### src/design/assert_macros.svh
// Assertion helpers used by the sequencer
`ifndef ASSERT_MACROS_SVH
`define ASSERT_MACROS_SVH

`ifndef NO_ASSERTIONS
// Clocked check, masked while reset is held
`define TWS_ASSERT(lbl, clk, rst_n, prop) \
  lbl: assert property (@(posedge clk) disable iff (!rst_n) (prop)) \
    else $error("tws check failed");
// Clocked check, live during reset too
`define TWS_ASSERT_ALWAYS(lbl, clk, prop) \
  lbl: assert property (@(posedge clk) (prop)) \
    else $error("tws check failed");
`else
`define TWS_ASSERT(lbl, clk, rst_n, prop)
`define TWS_ASSERT_ALWAYS(lbl, clk, prop)
`endif

`endif

### src/design/tws_pkg.sv
package tws_pkg;

  // Opcodes of an input word
  localparam logic [1:0] OP_TICK  = 2'd0;
  localparam logic [1:0] OP_WRITE = 2'd1;
  localparam logic [1:0] OP_READ  = 2'd2;

  // Configuration register indexes
  localparam logic [1:0] CFG_HALF_PERIOD = 2'd0;
  localparam logic [1:0] CFG_RESET_PAUSE = 2'd1;
  localparam logic [1:0] CFG_MAX_RETRIES = 2'd2;

  // Reset values of the configuration registers
  localparam logic [15:0] HALF_PERIOD_RST = 16'd5;
  localparam logic [15:0] RESET_PAUSE_RST = 16'd50;
  localparam logic [2:0]  MAX_RETRIES_RST = 3'd3;

  // Address byte
  localparam int unsigned ADDR_BITS = 8;
  localparam logic [7:0]  READ_FLAG = 8'h80;

  typedef struct packed {
    logic [1:0]  opcode;
    logic [6:0]  reg_addr;
    logic [15:0] write_data;
    logic        sda_in;
  } in_item_t;

  typedef struct packed {
    logic        chip_select_n;
    logic        serial_clock;
    logic        data_out;
    logic        data_drive;
    logic        busy_res;
    logic        done_res;
    logic [15:0] read_data;
    logic        stuck;
    logic [2:0]  retries_used;
    logic        rejected;
  } out_item_t;

  typedef struct packed {
    logic [1:0]  reg_index;
    logic [15:0] wr_data;
  } cfg_word_t;

  typedef struct packed {
    logic [15:0] half_period_ticks;
    logic [15:0] reset_pause_ticks;
    logic [2:0]  max_retries;
  } cfg_regs_t;

endpackage

### src/design/tws_chan_if.sv
// Valid/ready channel carrying one word per handshake
interface tws_chan_if #(
  parameter type payload_t = logic
) ();
  logic     valid;
  logic     ready;
  payload_t data;

  modport source (output valid, output data, input ready);
  modport sink   (input valid, input data, output ready);
endinterface

### src/design/tws_cfg_regs.sv
// Configuration register file, written through its own channel
module tws_cfg_regs (
  input  logic               clk,
  input  logic               rst_n,
  tws_chan_if.sink           cfg_if,
  output tws_pkg::cfg_regs_t regs
);

  tws_pkg::cfg_regs_t regs_r;
  logic               wr_en;

  // Always able to take a write
  assign cfg_if.ready = 1'b1;
  assign wr_en        = cfg_if.valid;
  assign regs         = regs_r;

  always_ff @(posedge clk) begin
    if (!rst_n) begin
      regs_r.half_period_ticks <= tws_pkg::HALF_PERIOD_RST;
      regs_r.reset_pause_ticks <= tws_pkg::RESET_PAUSE_RST;
      regs_r.max_retries       <= tws_pkg::MAX_RETRIES_RST;
    end else if (wr_en) begin
      case (cfg_if.data.reg_index)
        tws_pkg::CFG_HALF_PERIOD: regs_r.half_period_ticks <= cfg_if.data.wr_data;
        tws_pkg::CFG_RESET_PAUSE: regs_r.reset_pause_ticks <= cfg_if.data.wr_data;
        tws_pkg::CFG_MAX_RETRIES: regs_r.max_retries       <= cfg_if.data.wr_data[2:0];
        default: ;
      endcase
    end
  end

endmodule

### src/design/tws_seq.sv
`include "assert_macros.svh"

// Bus sequencer: one tick per accepted word, next state and result word
// formed combinationally from the current state, the word and the config.
module tws_seq #(
  parameter int unsigned DATA_BITS = 16
) (
  input  logic               clk,
  input  logic               rst_n,
  input  logic               accept,
  input  tws_pkg::in_item_t  item,
  input  tws_pkg::cfg_regs_t regs,
  output tws_pkg::out_item_t result
);

  localparam int unsigned SO_W  = tws_pkg::ADDR_BITS + DATA_BITS;
  localparam int unsigned IDX_W = $clog2(SO_W);
  localparam int unsigned BC_W  = $clog2(SO_W + 1);

  localparam logic [3:0] PH_IDLE   = 4'd0;
  localparam logic [3:0] PH_SETUP  = 4'd1;
  localparam logic [3:0] PH_LOW    = 4'd2;
  localparam logic [3:0] PH_HIGH   = 4'd3;
  localparam logic [3:0] PH_TURN1  = 4'd4;
  localparam logic [3:0] PH_TURN2  = 4'd5;
  localparam logic [3:0] PH_RHIGH  = 4'd6;
  localparam logic [3:0] PH_RLOW   = 4'd7;
  localparam logic [3:0] PH_END    = 4'd8;
  localparam logic [3:0] PH_BUSRST = 4'd9;

  logic [3:0]           phase_r, phase_nxt;
  logic [BC_W-1:0]      bit_cnt_r, bit_cnt_nxt;
  logic [SO_W-1:0]      shift_out_r, shift_out_nxt;
  logic [DATA_BITS-1:0] shift_in_r, shift_in_nxt;
  logic [15:0]          wait_r, wait_nxt;
  logic [2:0]           retry_r, retry_nxt;
  logic                 is_read_r, is_read_nxt;
  logic [15:0]          last_read_r, last_read_nxt;
  logic                 last_stuck_r, last_stuck_nxt;
  logic [2:0]           last_retries_r, last_retries_nxt;
  logic                 cs_r, cs_nxt;
  logic                 sck_r, sck_nxt;
  logic                 sda_r, sda_nxt;
  logic                 drive_r, drive_nxt;

  logic                 is_cmd;
  logic                 done;
  logic                 rejected;
  logic                 bad;
  logic [15:0]          half;
  logic [15:0]          pause;
  logic [15:0]          wait_dec;
  logic [BC_W-1:0]      bc_inc;
  logic [BC_W-1:0]      bc_sel;
  logic [BC_W-1:0]      out_total;
  logic [IDX_W-1:0]     bit_idx;
  logic                 tx_bit;

  // Zero delays count as one tick
  assign half  = (regs.half_period_ticks == 16'd0) ? 16'd1 : regs.half_period_ticks;
  assign pause = (regs.reset_pause_ticks == 16'd0) ? 16'd1 : regs.reset_pause_ticks;

  assign is_cmd    = (item.opcode == tws_pkg::OP_WRITE) || (item.opcode == tws_pkg::OP_READ);
  assign bc_inc    = bit_cnt_r + BC_W'(1);
  assign out_total = is_read_r ? BC_W'(tws_pkg::ADDR_BITS) : BC_W'(SO_W);
  assign wait_dec  = (wait_r != 16'd0) ? (wait_r - 16'd1) : wait_r;
  assign bad       = (shift_in_r == '0) || (&shift_in_r);

  // Outgoing bit: the frame sits MSB-aligned, so bit n lies at SO_W-1-n
  assign bc_sel  = (phase_r == PH_HIGH) ? bc_inc : bit_cnt_r;
  assign bit_idx = IDX_W'(SO_W - 1) - bc_sel[IDX_W-1:0];
  assign tx_bit  = shift_out_r[bit_idx];

  // Next state for one tick
  always_comb begin
    phase_nxt        = phase_r;
    bit_cnt_nxt      = bit_cnt_r;
    shift_out_nxt    = shift_out_r;
    shift_in_nxt     = shift_in_r;
    wait_nxt         = wait_r;
    retry_nxt        = retry_r;
    is_read_nxt      = is_read_r;
    last_read_nxt    = last_read_r;
    last_stuck_nxt   = last_stuck_r;
    last_retries_nxt = last_retries_r;
    cs_nxt           = cs_r;
    sck_nxt          = sck_r;
    sda_nxt          = sda_r;
    drive_nxt        = drive_r;
    done             = 1'b0;
    rejected         = 1'b0;

    if (phase_r != PH_IDLE) begin
      rejected = is_cmd;
      wait_nxt = wait_dec;
      if (wait_dec == 16'd0) begin
        case (phase_r)
          PH_SETUP: begin
            sck_nxt   = 1'b0;
            drive_nxt = 1'b1;
            sda_nxt   = tx_bit;
            phase_nxt = PH_LOW;
            wait_nxt  = half;
          end
          PH_LOW: begin
            sck_nxt   = 1'b1;
            phase_nxt = PH_HIGH;
            wait_nxt  = half;
          end
          PH_HIGH: begin
            bit_cnt_nxt = bc_inc;
            wait_nxt    = half;
            if (bc_inc < out_total) begin
              sck_nxt   = 1'b0;
              drive_nxt = 1'b1;
              sda_nxt   = tx_bit;
              phase_nxt = PH_LOW;
            end else if (!is_read_r) begin
              cs_nxt    = 1'b1;
              phase_nxt = PH_END;
            end else begin
              sck_nxt   = 1'b0;
              phase_nxt = PH_TURN1;
            end
          end
          PH_TURN1: begin
            drive_nxt = 1'b0;
            sda_nxt   = 1'b1;
            phase_nxt = PH_TURN2;
            wait_nxt  = half;
          end
          PH_TURN2: begin
            bit_cnt_nxt = '0;
            sck_nxt     = 1'b1;
            phase_nxt   = PH_RHIGH;
            wait_nxt    = half;
          end
          PH_RHIGH: begin
            shift_in_nxt = {shift_in_r[DATA_BITS-2:0], item.sda_in};
            sck_nxt      = 1'b0;
            phase_nxt    = PH_RLOW;
            wait_nxt     = half;
          end
          PH_RLOW: begin
            bit_cnt_nxt = bc_inc;
            wait_nxt    = half;
            if (bc_inc < BC_W'(DATA_BITS)) begin
              sck_nxt   = 1'b1;
              phase_nxt = PH_RHIGH;
            end else begin
              cs_nxt    = 1'b1;
              phase_nxt = PH_END;
            end
          end
          PH_END: begin
            cs_nxt    = 1'b1;
            sck_nxt   = 1'b0;
            sda_nxt   = 1'b1;
            drive_nxt = 1'b1;
            if (is_read_r && bad && (retry_r < regs.max_retries)) begin
              // stuck line: idle the bus for a while, then try again
              retry_nxt = retry_r + 3'd1;
              phase_nxt = PH_BUSRST;
              wait_nxt  = pause;
            end else begin
              if (is_read_r) begin
                last_read_nxt    = 16'(shift_in_r);
                last_stuck_nxt   = bad;
                last_retries_nxt = retry_r;
              end
              phase_nxt = PH_IDLE;
              wait_nxt  = 16'd0;
              done      = 1'b1;
            end
          end
          PH_BUSRST: begin
            bit_cnt_nxt  = '0;
            shift_in_nxt = '0;
            cs_nxt       = 1'b0;
            sck_nxt      = 1'b0;
            drive_nxt    = 1'b1;
            sda_nxt      = 1'b1;
            phase_nxt    = PH_SETUP;
            wait_nxt     = half;
          end
          default: begin
            cs_nxt    = 1'b1;
            sck_nxt   = 1'b0;
            sda_nxt   = 1'b1;
            drive_nxt = 1'b1;
            phase_nxt = PH_IDLE;
            wait_nxt  = 16'd0;
          end
        endcase
      end
    end else if (is_cmd) begin
      // New transaction: load the frame and start the setup delay
      is_read_nxt = (item.opcode == tws_pkg::OP_READ);
      if (item.opcode == tws_pkg::OP_READ) begin
        shift_out_nxt = {({1'b0, item.reg_addr} | tws_pkg::READ_FLAG), {DATA_BITS{1'b0}}};
        retry_nxt     = 3'd0;
      end else begin
        shift_out_nxt = {1'b0, item.reg_addr, DATA_BITS'(item.write_data)};
      end
      bit_cnt_nxt  = '0;
      shift_in_nxt = '0;
      cs_nxt       = 1'b0;
      sck_nxt      = 1'b0;
      drive_nxt    = 1'b1;
      sda_nxt      = 1'b1;
      phase_nxt    = PH_SETUP;
      wait_nxt     = half;
    end
  end

  // Result word for this tick
  always_comb begin
    result.chip_select_n = cs_nxt;
    result.serial_clock  = sck_nxt;
    result.data_out      = drive_nxt ? sda_nxt : 1'b1;
    result.data_drive    = drive_nxt;
    result.busy_res      = (phase_nxt != PH_IDLE);
    result.done_res      = done;
    result.read_data     = last_read_nxt;
    result.stuck         = last_stuck_nxt;
    result.retries_used  = last_retries_nxt;
    result.rejected      = rejected;
  end

  // State registers, advanced once per accepted word
  always_ff @(posedge clk) begin
    if (!rst_n) begin
      phase_r        <= PH_IDLE;
      bit_cnt_r      <= '0;
      shift_out_r    <= '0;
      shift_in_r     <= '0;
      wait_r         <= 16'd0;
      retry_r        <= 3'd0;
      is_read_r      <= 1'b0;
      last_read_r    <= 16'd0;
      last_stuck_r   <= 1'b0;
      last_retries_r <= 3'd0;
      cs_r           <= 1'b1;
      sck_r          <= 1'b0;
      sda_r          <= 1'b1;
      drive_r        <= 1'b1;
    end else if (accept) begin
      phase_r        <= phase_nxt;
      bit_cnt_r      <= bit_cnt_nxt;
      shift_out_r    <= shift_out_nxt;
      shift_in_r     <= shift_in_nxt;
      wait_r         <= wait_nxt;
      retry_r        <= retry_nxt;
      is_read_r      <= is_read_nxt;
      last_read_r    <= last_read_nxt;
      last_stuck_r   <= last_stuck_nxt;
      last_retries_r <= last_retries_nxt;
      cs_r           <= cs_nxt;
      sck_r          <= sck_nxt;
      sda_r          <= sda_nxt;
      drive_r        <= drive_nxt;
    end
  end

  // SDA is only released during a read
  `TWS_ASSERT(a_release_only_read, clk, rst_n, !drive_r |-> is_read_r)
  // A busy phase always has a tick left to count
  `TWS_ASSERT(a_busy_wait, clk, rst_n, (phase_r != PH_IDLE) |-> (wait_r != 16'd0))
  // Idle means idle bus levels
  `TWS_ASSERT(a_idle_lines, clk, rst_n,
    (phase_r == PH_IDLE) |-> (cs_r && !sck_r && drive_r && sda_r))
  // A completion always lands in idle
  `TWS_ASSERT(a_done_idle, clk, rst_n, (accept && done) |=> (phase_r == PH_IDLE))

endmodule

### src/design/tws_out_reg.sv
// Result register: holds one word until the sink takes it
module tws_out_reg (
  input  logic               clk,
  input  logic               rst_n,
  input  logic               load,
  input  tws_pkg::out_item_t word_in,
  output logic               can_load,
  tws_chan_if.source         out_if
);

  logic               valid_r;
  tws_pkg::out_item_t word_r;

  // Room when empty or when the held word leaves this cycle
  assign can_load     = !valid_r || out_if.ready;
  assign out_if.valid = valid_r;
  assign out_if.data  = word_r;

  always_ff @(posedge clk) begin
    if (!rst_n) begin
      valid_r <= 1'b0;
    end else if (load) begin
      valid_r <= 1'b1;
    end else if (out_if.ready) begin
      valid_r <= 1'b0;
    end
  end

  always_ff @(posedge clk) begin
    if (load) begin
      word_r <= word_in;
    end
  end

endmodule

### src/design/three_wire_spi_register_master.sv
// Three-wire SPI register master. Every input word is one tick of the bus
// timebase and yields exactly one result word with the bus line levels and
// status after that tick. A word is taken every clock cycle while in_if.ready
// is high: the sequencer state moves on the edge a word is accepted, and the
// result word is caught in an output register on that same edge, so it is
// offered from the next cycle. in_if.ready only drops while that register is
// full and out_if.ready is low. SCK timing is counted in ticks
// (half_period_ticks per half period, reset_pause_ticks per bus reset), not
// in clock cycles. Configuration words are taken at any time but should only
// be written while no transaction is running.
module three_wire_spi_register_master #(
  parameter int unsigned DATA_BITS = 16
) (
  input  logic       clk,
  input  logic       rst_n,
  tws_chan_if.sink   in_if,
  tws_chan_if.source out_if,
  tws_chan_if.sink   cfg_if
);

  tws_pkg::cfg_regs_t regs;
  tws_pkg::out_item_t result;
  logic               can_load;
  logic               accept;

  assign in_if.ready = can_load;
  assign accept      = in_if.valid && can_load;

  tws_cfg_regs u_cfg (
    .clk    (clk),
    .rst_n  (rst_n),
    .cfg_if (cfg_if),
    .regs   (regs)
  );

  tws_seq #(
    .DATA_BITS (DATA_BITS)
  ) u_seq (
    .clk    (clk),
    .rst_n  (rst_n),
    .accept (accept),
    .item   (in_if.data),
    .regs   (regs),
    .result (result)
  );

  tws_out_reg u_out (
    .clk      (clk),
    .rst_n    (rst_n),
    .load     (accept),
    .word_in  (result),
    .can_load (can_load),
    .out_if   (out_if)
  );

endmodule

### src/flat_wrapper.sv
// flat-port wrapper written by rule: the top's interface ports become plain ports
module three_wire_spi_register_master_flat 
#(
  parameter int unsigned DATA_BITS = 16
)
  (clk, rst_n, in_if_valid, in_if_data, in_if_ready, out_if_valid, out_if_data, out_if_ready, cfg_if_valid, cfg_if_data, cfg_if_ready);
  tws_chan_if #(.payload_t(tws_pkg::in_item_t)) in_if_i ();
  tws_chan_if #(.payload_t(tws_pkg::out_item_t)) out_if_i ();
  tws_chan_if #(.payload_t(tws_pkg::cfg_word_t)) cfg_if_i ();
  input  logic clk;
  input  logic rst_n;
  input wire logic [$bits(in_if_i.valid)-1:0] in_if_valid;
  input wire logic [$bits(in_if_i.data)-1:0] in_if_data;
  output wire logic [$bits(in_if_i.ready)-1:0] in_if_ready;
  output wire logic [$bits(out_if_i.valid)-1:0] out_if_valid;
  output wire logic [$bits(out_if_i.data)-1:0] out_if_data;
  input wire logic [$bits(out_if_i.ready)-1:0] out_if_ready;
  input wire logic [$bits(cfg_if_i.valid)-1:0] cfg_if_valid;
  input wire logic [$bits(cfg_if_i.data)-1:0] cfg_if_data;
  output wire logic [$bits(cfg_if_i.ready)-1:0] cfg_if_ready;
  assign in_if_i.valid = in_if_valid;
  assign in_if_i.data = in_if_data;
  assign in_if_ready = in_if_i.ready;
  assign out_if_valid = out_if_i.valid;
  assign out_if_data = out_if_i.data;
  assign out_if_i.ready = out_if_ready;
  assign cfg_if_i.valid = cfg_if_valid;
  assign cfg_if_i.data = cfg_if_data;
  assign cfg_if_ready = cfg_if_i.ready;
  three_wire_spi_register_master #(.DATA_BITS(DATA_BITS)) u_core (.clk(clk), .rst_n(rst_n), .in_if(in_if_i), .out_if(out_if_i), .cfg_if(cfg_if_i));
endmodule
### config.mk
export PLATFORM = sky130hd
export DESIGN_NAME = three_wire_spi_register_master_flat
export DESIGN_NICKNAME = d
export VERILOG_FILES = /design/src/design/tws_pkg.sv /design/src/design/tws_chan_if.sv /design/src/design/tws_cfg_regs.sv /design/src/design/tws_seq.sv /design/src/design/tws_out_reg.sv /design/src/design/three_wire_spi_register_master.sv /design/src/flat_wrapper.sv
export VERILOG_INCLUDE_DIRS = /design/src /design/src/design
export SDC_FILE = /design/constraint.sdc
export NUM_CORES = 1
export LEC_CHECK = 0
export BUFFER_PORTS_ARGS = -buffer_cell sky130_fd_sc_hd__buf_2
export CAP_MARGIN = 20
export CORE_MARGIN = 2
export CORE_UTILIZATION = 51
export DETAILED_ROUTE_END_ITERATION = 8
export PLACE_DENSITY = 0.7
export REMOVE_ABC_BUFFERS = 1
export SYNTH_ARGS = -nofsm -noshare
export SYNTH_HDL_FRONTEND = slang
export SYNTH_SLANG_ARGS = --single-unit
### constraint.sdc
create_clock -name clk -period 3.9 [get_ports clk]
set_input_delay 0.78 -clock clk [delete_from_list [all_inputs] [get_ports clk]]
set_output_delay 0.78 -clock clk [all_outputs]
set_load 0.005 [all_outputs]
==> flow_summary.ini, run 1 <==
[yosys]
synth-adder-area-share_pct = 1.100
synth_compound_area_share_pct = 18.01
ys_ff_latch = 155
synth_edf_count = 27
netlist.area_leader.share_pct = 32.19
synthArstFlopShare_pct = 0
syn_inst = 913
synth-main-ff-cell = dfxtp_1
syn_avg_cell_area_um2 = 8.720
synthSimpleGateAreaFrac_pct = 23.09
synth_xor_area_share_pct = 1.100
synth_top_area_cell = dfxtp_1
syn-cell-area_mm2 = 0.007961
seq_area_frac_synth_pct = 42.37
synth_top_family_by_area = simple AND/OR/NAND/NOR gates
synth_area_leaders = dfxtp_1 (32%), edfxtp_1 (10%), nand2_1 (7.5%)
ys_types = 82
muxShareOfSynthArea_pct = 9.461
ys_warn_count = 0

[placed_design]
dp_slack_ns = 0.2428
placement.io_buffers = 77
hpwl_mm = 13.26
place_inst = 1138
gp_congestion = 0.9033

[power_and_ir_drop]
p_leak_uw = 0.003427
cellPowerDensity_mw_per_mm2 = 429.7
sw_frac_of_total_pct = 28.46
seqPwrFrac_pct = 44.4
power_frac_clock_pct = 42.6
p_int_uw = 2797
p_switching_uw = 1113
finalPower_uw = 3909
power_frac_comb_pct = 12.9
peakVddDrop_mv = 0.3432

[global_route]
grt_pass1_vias = 6408
antenna_found_initial = 0
grt_max_degree = 66
grt_overflow = 0
grt_first_pass_wirelength_mm = 32.07
grtUsageTotal_pct = 24.22

[critical_path]
critPathArrivalTime_ns = 4.04
critical_path.top_delay_family = simple AND/OR/NAND/NOR gates
crit_top_cell = or4_4
path_cells = inv_1 -> ha_1 -> or4b_1 -> nor2_1 -> mux2_2 -> or4_4 -> or4_4 -> nor2_4 -> buf_12 -> mux2i_1
critPathSlowestCell = or4_4
cp_max_fo = 23
end_kind = register
crit_required_ns = 4.27
critPathLaunchType = register
max_stage_delay_ns = 0.76
critical_path_class = register to register
cp.buffers_inverters = 2

[clock_network]
clk_pin_slew_worst_paths_ns = 0.07
cts.hold.buffers_added = 0
cts_resized = 0
cts_tree = yes
clock_latency_ns = 0.44
htreeDepth = 4
cts_root_buffer = clkbuf_16
numCtsBuffers = 17
post_cts_buffers = 0
cts.sinks = 155
clockBufferDepth = 2

[sta]
worst_slack_ns = 0.2257
period_needed_ns = 3.674
worst_pin_slew_ns = 1.064
hold_violations = 0
max_freq_ghz = 0.2722
skew_ns = 0.01013
final-max-slew-violation-count = 0
maxSlewHeadroom_pct = 29.04
finalCritPeriodShare_pct = 94.21
setup_viol = 0
rsz0062_at_grt = no

[die]
die_w_um = 128.9
core_area_mm2 = 0.01520
num_rows = 45
start_util_pct = 52.37
die_h_um = 128.9
io_pins = 79
dieArea_mm2 = 0.01663

[drt]
antenna_left = 0
avgRoutedWirePerCell_um = 16.48
met2WireLength_mm = 8.981
dr.pass1.iters = 5
drc = 0
routed-wl-met3_um = 905
routed_wl_mm = 19.29
wl_met1_mm = 8.930
vias_per_cell = 5.874
route.top_layer_used = met4
drt-initial-drc-count = 480
vias = 6872

[finish]
diodes = 0
finalNonFillerCells = 1170
fill_cells = 1359
layout.nets = 1025
layout_commonest_cell = nand2_1
postLayoutCoreUtil_pct = 59.85
drive_gt1_share_pct = 18.23
layout_common_cells = nand2_1 (160), dfxtp_1 (128), a21oi_1 (84), buf_2 (77), nor2_1 (65)
area_delta_synth_final_pct = 14.29

[status]
status = complete, no violations

[run]
drv_cap = 0

[worst_hold_path]
min_path_type = register to register
## cell type report
type	count	area, um^2	area share, %
clock buffer	17	425.4	4.675
inverter	20	75.07	0.8251
sequential	155	3373	37.07
multi-input combinational	671	4222	46.40
tap	188	235.2	2.585
clock inverter	15	167.7	1.843
timing repair buffer	104	600.6	6.601
## tightest hold or removal path, stage by stage, from the launching register on
cell      delay, ns
dfxtp_1        0.31
nand2_1        0.05
o21bai_1       0.05
## flip-flops by register name (all words and copies together) (netlist names)
register                     flops
u_core.u_cfg.regs               35
u_core.u_out.out_if.data        27
u_core.u_out.out_if.valid        1
u_core.u_seq.bit_cnt_r           5
u_core.u_seq.cs_r                1
u_core.u_seq.drive_r             1
u_core.u_seq.last_read_r        16
u_core.u_seq.last_retries_r      3
u_core.u_seq.last_stuck_r        1
u_core.u_seq.phase_r             4
u_core.u_seq.retry_r             3
u_core.u_seq.sck_r               1
u_core.u_seq.sda_r               1
u_core.u_seq.shift_in_r         16
u_core.u_seq.shift_out_r        24
u_core.u_seq.wait_r             16
## metal layers
layer | GRT usage [%] | up-vias
met1 | 32.77 | 3199
met2 | 38.53 | 186
met3 | 4.657 | 41
li1 | - | 3446
met5 | 0 | -
met4 | 9.207 | 0
## final timing paths
kind,startpoint,to,slack (ns),cells past startpoint
max,u_core.u_seq.wait_r[0]$_SDFFE_PN0P_,u_core.u_seq.last_read_r[11]$_SDFFE_PN0P_,0.23,10
min,u_core.u_seq.last_stuck_r$_SDFFE_PN0P_,u_core.u_seq.last_stuck_r$_SDFFE_PN0P_,0.46,2
max reg2reg,u_core.u_seq.wait_r[0]$_SDFFE_PN0P_,u_core.u_seq.last_read_r[11]$_SDFFE_PN0P_,0.23,10
min reg2reg,u_core.u_seq.last_stuck_r$_SDFFE_PN0P_,u_core.u_seq.last_stuck_r$_SDFFE_PN0P_,0.46,2
## per-stage QoR
| stage | TNS [ns] | hold WS [ns] | instance area [um^2] |
|---|---|---|---|
| 2_1_floorplan | -0.02387 | 0.4320 | 7652 |
| 3_3_place_gp | 0 | 0.4404 | 8506 |
| 3_5_place_dp | 0 | 0.4478 | 8506 |
| 4_1_cts | 0 | 0.4572 | 9099 |
| 5_1_grt | 0 | 0.4752 | 9099 |
| 6_report | 0 | 0.4550 | 9099 |
## cells in the mapped netlist (4+ instances only)
cell	n
nor3b_1	20
clkbuf_1	55
a21oi_1	84
mux2_4	17
nor4_1	22
or3_1	6
ha_1	7
o311ai_0	5
mux2_2	6
a221oi_1	8
xnor2_1	7
o41ai_1	5
inv_1	20
mux2i_1	34
a31oi_1	8
a22o_1	16
nand2_1	160
nand3b_1	4
or2_2	4
nand3_1	16
nor3_1	25
dfxtp_1	128
nand4_1	9
o21bai_1	5
buf_6	7
a21o_1	4
a211o_1	4
edfxtp_1	27
nor2_1	65
o2111ai_1	4
nand2b_1	9
and4_1	4
o22ai_1	4
o21ai_0	35
## cell families (layout without fill, tap and decap cells)
kind of cell,after synthesis,in the layout
xor+xnor,10,10
mux,62,62
buf+inv,87,156
fa+ha+maj,7,7
other cells,1,1
compound gates,220,220
simple gates,371,371
flops,155,155
## power groups by stage
stage	combinational, uW	clock, uW	sequential [uW]
floorplan	319	0	1760
global placement	495	0	1770
detailed placement	499	0	1770
CTS	501	1690	1740
global route	561	1760	1740
finish	505	1670	1740
Note: power is estimated with default switching activity, not from simulation.
==> run 2, diff against run 1 <==
--- a/config.mk
+++ b/config.mk
@@ -10,6 +10,7 @@
 export CAP_MARGIN = 20
 export CORE_MARGIN = 2
 export CORE_UTILIZATION = 51
+export CTS_BUF_LIST = sky130_fd_sc_hd__clkbuf_4
 export DETAILED_ROUTE_END_ITERATION = 8
 export PLACE_DENSITY = 0.7
 export REMOVE_ABC_BUFFERS = 1
==> run 2 against run 1 <==
Compared with the run above:
- via count is essentially flat
- register-to-register slack is essentially flat
- wire length shrank 0.69%
- first-iteration DRC count shrank 17%
- setup slack gained 0.014 ns
- non-clock buffer count is the same
- highest routed layer unchanged
- cell area shrank 3.2%
==> flow_summary.ini, run 2 (synthesized netlist as in run 1, its figures left out) <==
[status]
status = complete, no violations

[finish]
finalNonFillerCells = 1171
drive_gt1_share_pct = 18.23
layout_commonest_cell = nand2_1
layout.nets = 1025
postLayoutCoreUtil_pct = 57.91
design_area_mm2 = 0.008803
area_delta_synth_final_pct = 10.58
largest_register_ff_count = 35
layout_common_cells = nand2_1 (160), dfxtp_1 (128), a21oi_1 (84), buf_2 (77), nor2_1 (65)
fill_cells = 1385

[power_and_ir_drop]
peakVddDrop_mv = 0.2960
p_leak_uw = 0.003296
cellPowerDensity_mw_per_mm2 = 371.0

[critical_path]
max_stage_delay_ns = 0.76
crit_required_ns = 4.43
r2r-start = u_core.u_seq.wait_r[0]$_SDFFE_PN0P_
end_kind = register
critical_path.top_delay_family = simple AND/OR/NAND/NOR gates
critPathSlowestCell = or4_4
critical_path_class = register to register
path_cells = inv_1 -> ha_1 -> or4b_1 -> nor2_1 -> mux2_2 -> or4_4 -> or4_4 -> nor2_4 -> buf_12 -> mux2i_1
critPathArrivalTime_ns = 4.19
cp_max_fo = 23
setup.worst_path.start = u_core.u_seq.wait_r[0]$_SDFFE_PN0P_
cp.buffers_inverters = 2
crit_top_cell = or4_4
critPathLaunchType = register

[sta]
setup_tns_ns = 0
hold_slack_ns = 0.3931
setup_viol = 0
worst_pin_slew_ns = 1.123
skew_ns = 0.02355
maxSlewHeadroom_pct = 25.13
final-max-slew-violation-count = 0
finalCritPeriodShare_pct = 93.86
hold_violations = 0
rsz0062_at_grt = no
max_freq_ghz = 0.2732
period_needed_ns = 3.660

[drt]
route.top_layer_used = met4
routed_wl_mm = 19.15
drc = 0
drt-initial-drc-count = 400
vias_per_cell = 5.873
antenna_left = 0
routed-wl-met3_um = 783
dr.pass1.iters = 8
met2WireLength_mm = 9.005
vias = 6877
wl_met1_mm = 8.963
avgRoutedWirePerCell_um = 16.36

[placed_design]
place_inst = 1138
hpwl_mm = 13.26
placement.io_buffers = 77
place_area_mm2 = 0.008506
gp_congestion = 0.9033

[clock_network]
cts_resized = 0
numCtsBuffers = 17
clock_latency_ns = 0.60
cts_root_buffer = clkbuf_4
clk_pin_slew_worst_paths_ns = 0.15
cts_tree = yes
htreeDepth = 4
post_cts_buffers = 0
cts.sinks = 155
cts.hold.buffers_added = 0
clockBufferDepth = 2

[global_route]
grt_pass1_vias = 6313
grt_overflow = 0
grtUsageTotal_pct = 24.04
grt_max_degree = 66
antenna_found_initial = 1
grt_first_pass_wirelength_mm = 31.74

[die]
die_w_um = 128.9
die_h_um = 128.9
num_rows = 45
dieArea_mm2 = 0.01663
io_pins = 79
start_util_pct = 52.37
core_area_mm2 = 0.01520

[worst_hold_path]
min_from = in_if_data[0]
min_path_type = input pin to register

[run]
drv_cap = 0
-- run 2: power by group --
part / switching (uW) / leakage (uW) / internal, uW
registers: 53.2 / 0.00130 / 1680
logic: 306 / 0.00184 / 200
clock network: 672 / 0.000155 / 351
total: 1030 / 0.00330 / 2230
-- run 2: worst register-to-register path: stages (launching register included) --
cell	delay [ns]
dfxtp_1	0.38
inv_1	0.07
ha_1	0.24
or4b_1	0.51
nor2_1	0.14
mux2_2	0.37
or4_4	0.47
or4_4	0.76
nor2_4	0.27
buf_12	0.20
mux2i_1	0.20
-- run 2: routing by layer --
| layer | vias to the layer above | global-route usage (%) |
|---|---|---|
| met5 | - | 0 |
| met4 | 0 | 9.015 |
| met3 | 31 | 5.198 |
| met2 | 173 | 37.82 |
| met1 | 3223 | 32.57 |
| li1 | 3450 | - |
-- run 2: final timing paths --
check / cells after the start / slack (ns) / to
setup / recovery: 10 / 0.24 / u_core.u_seq.last_read_r[8]$_SDFFE_PN0P_
hold / removal: 2 / 0.39 / u_core.u_seq.shift_in_r[0]$_SDFFE_PN0P_
hold reg to reg: 2 / 0.46 / u_core.u_seq.last_stuck_r$_SDFFE_PN0P_
setup reg to reg: 10 / 0.24 / u_core.u_seq.last_read_r[8]$_SDFFE_PN0P_
-- run 2: area by class of cell --
class                   instances  area (um^2)  share of cell area [%]
diodes                          1        2.502                 0.02843
clock buffers                  17        127.6                   1.450
clock inverters                15        167.7                   1.904
inverters                      20        75.07                  0.8528
multi-input cells             671         4222                   47.95
flip-flops and latches        155         3373                   38.32
well taps                     188        235.2                   2.672
repair buffers                104        600.6                   6.822
-- run 2: stage by stage --
stage               setup WS [ns]  total power, uW
floorplan                -0.02387             2084
global placement           0.3148             2265
detailed placement         0.2428             2271
CTS                        0.2345             3287
global route              0.02270             3423
finish                     0.2395             3266
==> run 3, diff against run 2 <==
--- a/config.mk
+++ b/config.mk
@@ -12,7 +12,7 @@
 export CORE_UTILIZATION = 51
 export CTS_BUF_LIST = sky130_fd_sc_hd__clkbuf_4
 export DETAILED_ROUTE_END_ITERATION = 8
-export PLACE_DENSITY = 0.7
+export PLACE_DENSITY = 0.81
 export REMOVE_ABC_BUFFERS = 1
 export SYNTH_ARGS = -nofsm -noshare
 export SYNTH_HDL_FRONTEND = slang
==> run 3 against run 2 <==
Compared with the run above:
- critical path depth stayed put
- cell area is 0.14% lower
- final cell count about the same
- clock power hardly changed
- fmax is 0.40% lower
- wire length grew 0.13%
- hold slack worse by 0.0062 ns
- first-iteration DRC count is 10% higher
- non-clock buffer count stayed put
- critical path type unchanged
- largest power group unchanged
==> flow_summary.ini, run 3 (synthesized netlist as in run 1, its figures left out) <==
[critical_path]
r2r-end = u_core.u_seq.last_read_r[1]$_SDFFE_PN0P_
cp-endpoint = u_core.u_seq.last_read_r[1]$_SDFFE_PN0P_
critPathLaunchType = register
reg2reg_slack_ns = 0.22
cp_max_fo = 23
r2r-start = u_core.u_seq.wait_r[1]$_SDFFE_PN0P_
critPathSlowestCell = or4_4
crit_top_cell = or4_4
end_kind = register
max_stage_delay_ns = 0.66
critPathArrivalTime_ns = 4.19
critical_path_class = register to register
r2r_cells = 10
setup.worst_path.start = u_core.u_seq.wait_r[1]$_SDFFE_PN0P_
crit_required_ns = 4.42
path_cells = inv_1 -> ha_1 -> or4b_1 -> nor2_1 -> mux2_2 -> or4_4 -> or4_4 -> nor2_4 -> buf_4 -> mux2i_1

[finish]
diodes = 0
layout_common_cells = nand2_1 (160), dfxtp_1 (128), a21oi_1 (84), buf_2 (77), nor2_1 (65)
drive_gt1_share_pct = 18.23
seqCellArea_mm2 = 0.003373
largest_register_ff_count = 35
layout_commonest_cell = nand2_1
area_delta_synth_final_pct = 10.42
multi_input_area_mm2 = 0.004222
layout.nets = 1025
design_area_mm2 = 0.008791
fill_cells = 1368

[worst_hold_path]
min_path_type = input pin to register
min_from = in_if_data[0]

[die]
num_rows = 45
die_h_um = 128.9
die_w_um = 128.9
dieArea_mm2 = 0.01663
io_pins = 79
core_area_mm2 = 0.01520
start_util_pct = 52.37

[sta]
hold_violations = 0
worst_pin_slew_ns = 0.8139
finalCritPeriodShare_pct = 94.24
rsz0062_at_grt = no
period_needed_ns = 3.675
maxSlewHeadroom_pct = 45.33
final-max-slew-violation-count = 0
skew_ns = 0.02402
setup_viol = 0
hold_slack_ns = 0.3869
max_freq_ghz = 0.2721

[drt]
drt-initial-drc-count = 440
routed_wl_mm = 19.18
drc = 0
avgRoutedWirePerCell_um = 16.39
vias = 7008
vias_per_cell = 5.990
antenna_left = 0
dr.pass1.iters = 4

[clock_network]
numCtsBuffers = 17
cts_tree = yes
clk_pin_slew_worst_paths_ns = 0.16
clock_latency_ns = 0.59
cts_root_buffer = clkbuf_4
cts.hold.buffers_added = 0
post_cts_buffers = 0
clockBufferDepth = 2
cts_resized = 0
cts.sinks = 155
htreeDepth = 4

[power_and_ir_drop]
cellPowerDensity_mw_per_mm2 = 369.4
power_frac_comb_pct = 15.6
seqPwrFrac_pct = 53.5
power_frac_clock_pct = 30.9
peakVddDrop_mv = 0.3287
sw_frac_of_total_pct = 32.62
p_int_uw = 2188
p_switching_uw = 1059
p_leak_uw = 0.003303

[global_route]
grt_pass1_vias = 6652
grtUsageTotal_pct = 23.90
grt_max_degree = 69
grt_overflow = 0
antenna_found_initial = 0
grt_first_pass_wirelength_mm = 32.03

[status]
status = complete, no violations

[placed_design]
place_area_mm2 = 0.008486
placement.io_buffers = 77
hpwl_mm = 13.21
gp_congestion = 0.9016

[run]
drv_cap = 0
run 3: layer usage:
layer  up-vias  track usage [%]  share of wire [%]
met4         0            8.376                1.6
met2       204            41.30                 49
met3        30            4.033                5.1
met5         -                0                  0
li1       3451                -                  -
met1      3323            30.26                 44
run 3: metrics by stage:
step / utilization, % / setup slack (ns) / power (uW) / std cells / setup TNS, ns
4_1_cts: 57.75 / 0.1326 / 3262 / 1169 / 0
6_report: 57.83 / 0.2247 / 3247 / 1170 / 0
3_3_place_gp: 55.77 / 0.2661 / 2257 / 1136 / 0
3_5_place_dp: 55.82 / 0.1742 / 2268 / 1137 / 0
2_1_floorplan: - / -0.02387 / 2084 / 846 / -0.02387
5_1_grt: 57.83 / 0.05308 / 3386 / 1170 / 0
run 3: worst min-delay path by stage:
stage | depth (start not counted) | endpoint | slack, ns
after global placement | 2 | u_core.u_seq.last_retries_r[2]$_SDFFE_PN0P_ | 0.44
after detailed placement | 2 | u_core.u_seq.last_read_r[9]$_SDFFE_PN0P_ | 0.45
final | 2 | u_core.u_seq.shift_in_r[0]$_SDFFE_PN0P_ | 0.39
after CTS | 2 | u_core.u_seq.shift_in_r[0]$_SDFFE_PN0P_ | 0.34
after global routing | 2 | u_core.u_seq.shift_in_r[0]$_SDFFE_PN0P_ | 0.37
after floorplan | 2 | u_core.u_seq.last_stuck_r$_SDFFE_PN0P_ | 0.43
run 3: critical path, delay by kind of cell (launching register included):
| kind | cells | cell delay (ns) |
|---|---|---|
| flip-flops | 1 | 0.37 |
| multiplexers | 2 | 0.62 |
| buffers and inverters | 2 | 0.44 |
| adder cells (fa/ha/maj) | 1 | 0.24 |
| AND/OR/NAND/NOR | 5 | 1.92 |
run 3: layout make-up:
| class | instances | share of cell area, % |
|---|---|---|
| Tap cell | 188 | 2.676 |
| Clock buffer | 17 | 1.452 |
| Sequential cell | 155 | 38.37 |
| Timing Repair Buffer | 104 | 6.732 |
| Inverter | 20 | 0.8540 |
| Multi-Input combinational cell | 671 | 48.02 |
| Clock inverter | 15 | 1.893 |
run 3: power by group through the flow:
stage	Clock [uW]	Sequential [uW]	Combinational, uW
after global placement	0	1770	488
after CTS	1030	1740	500
after detailed placement	0	1770	497
after global routing	1080	1750	560
final	1000	1740	506
after floorplan	0	1760	319
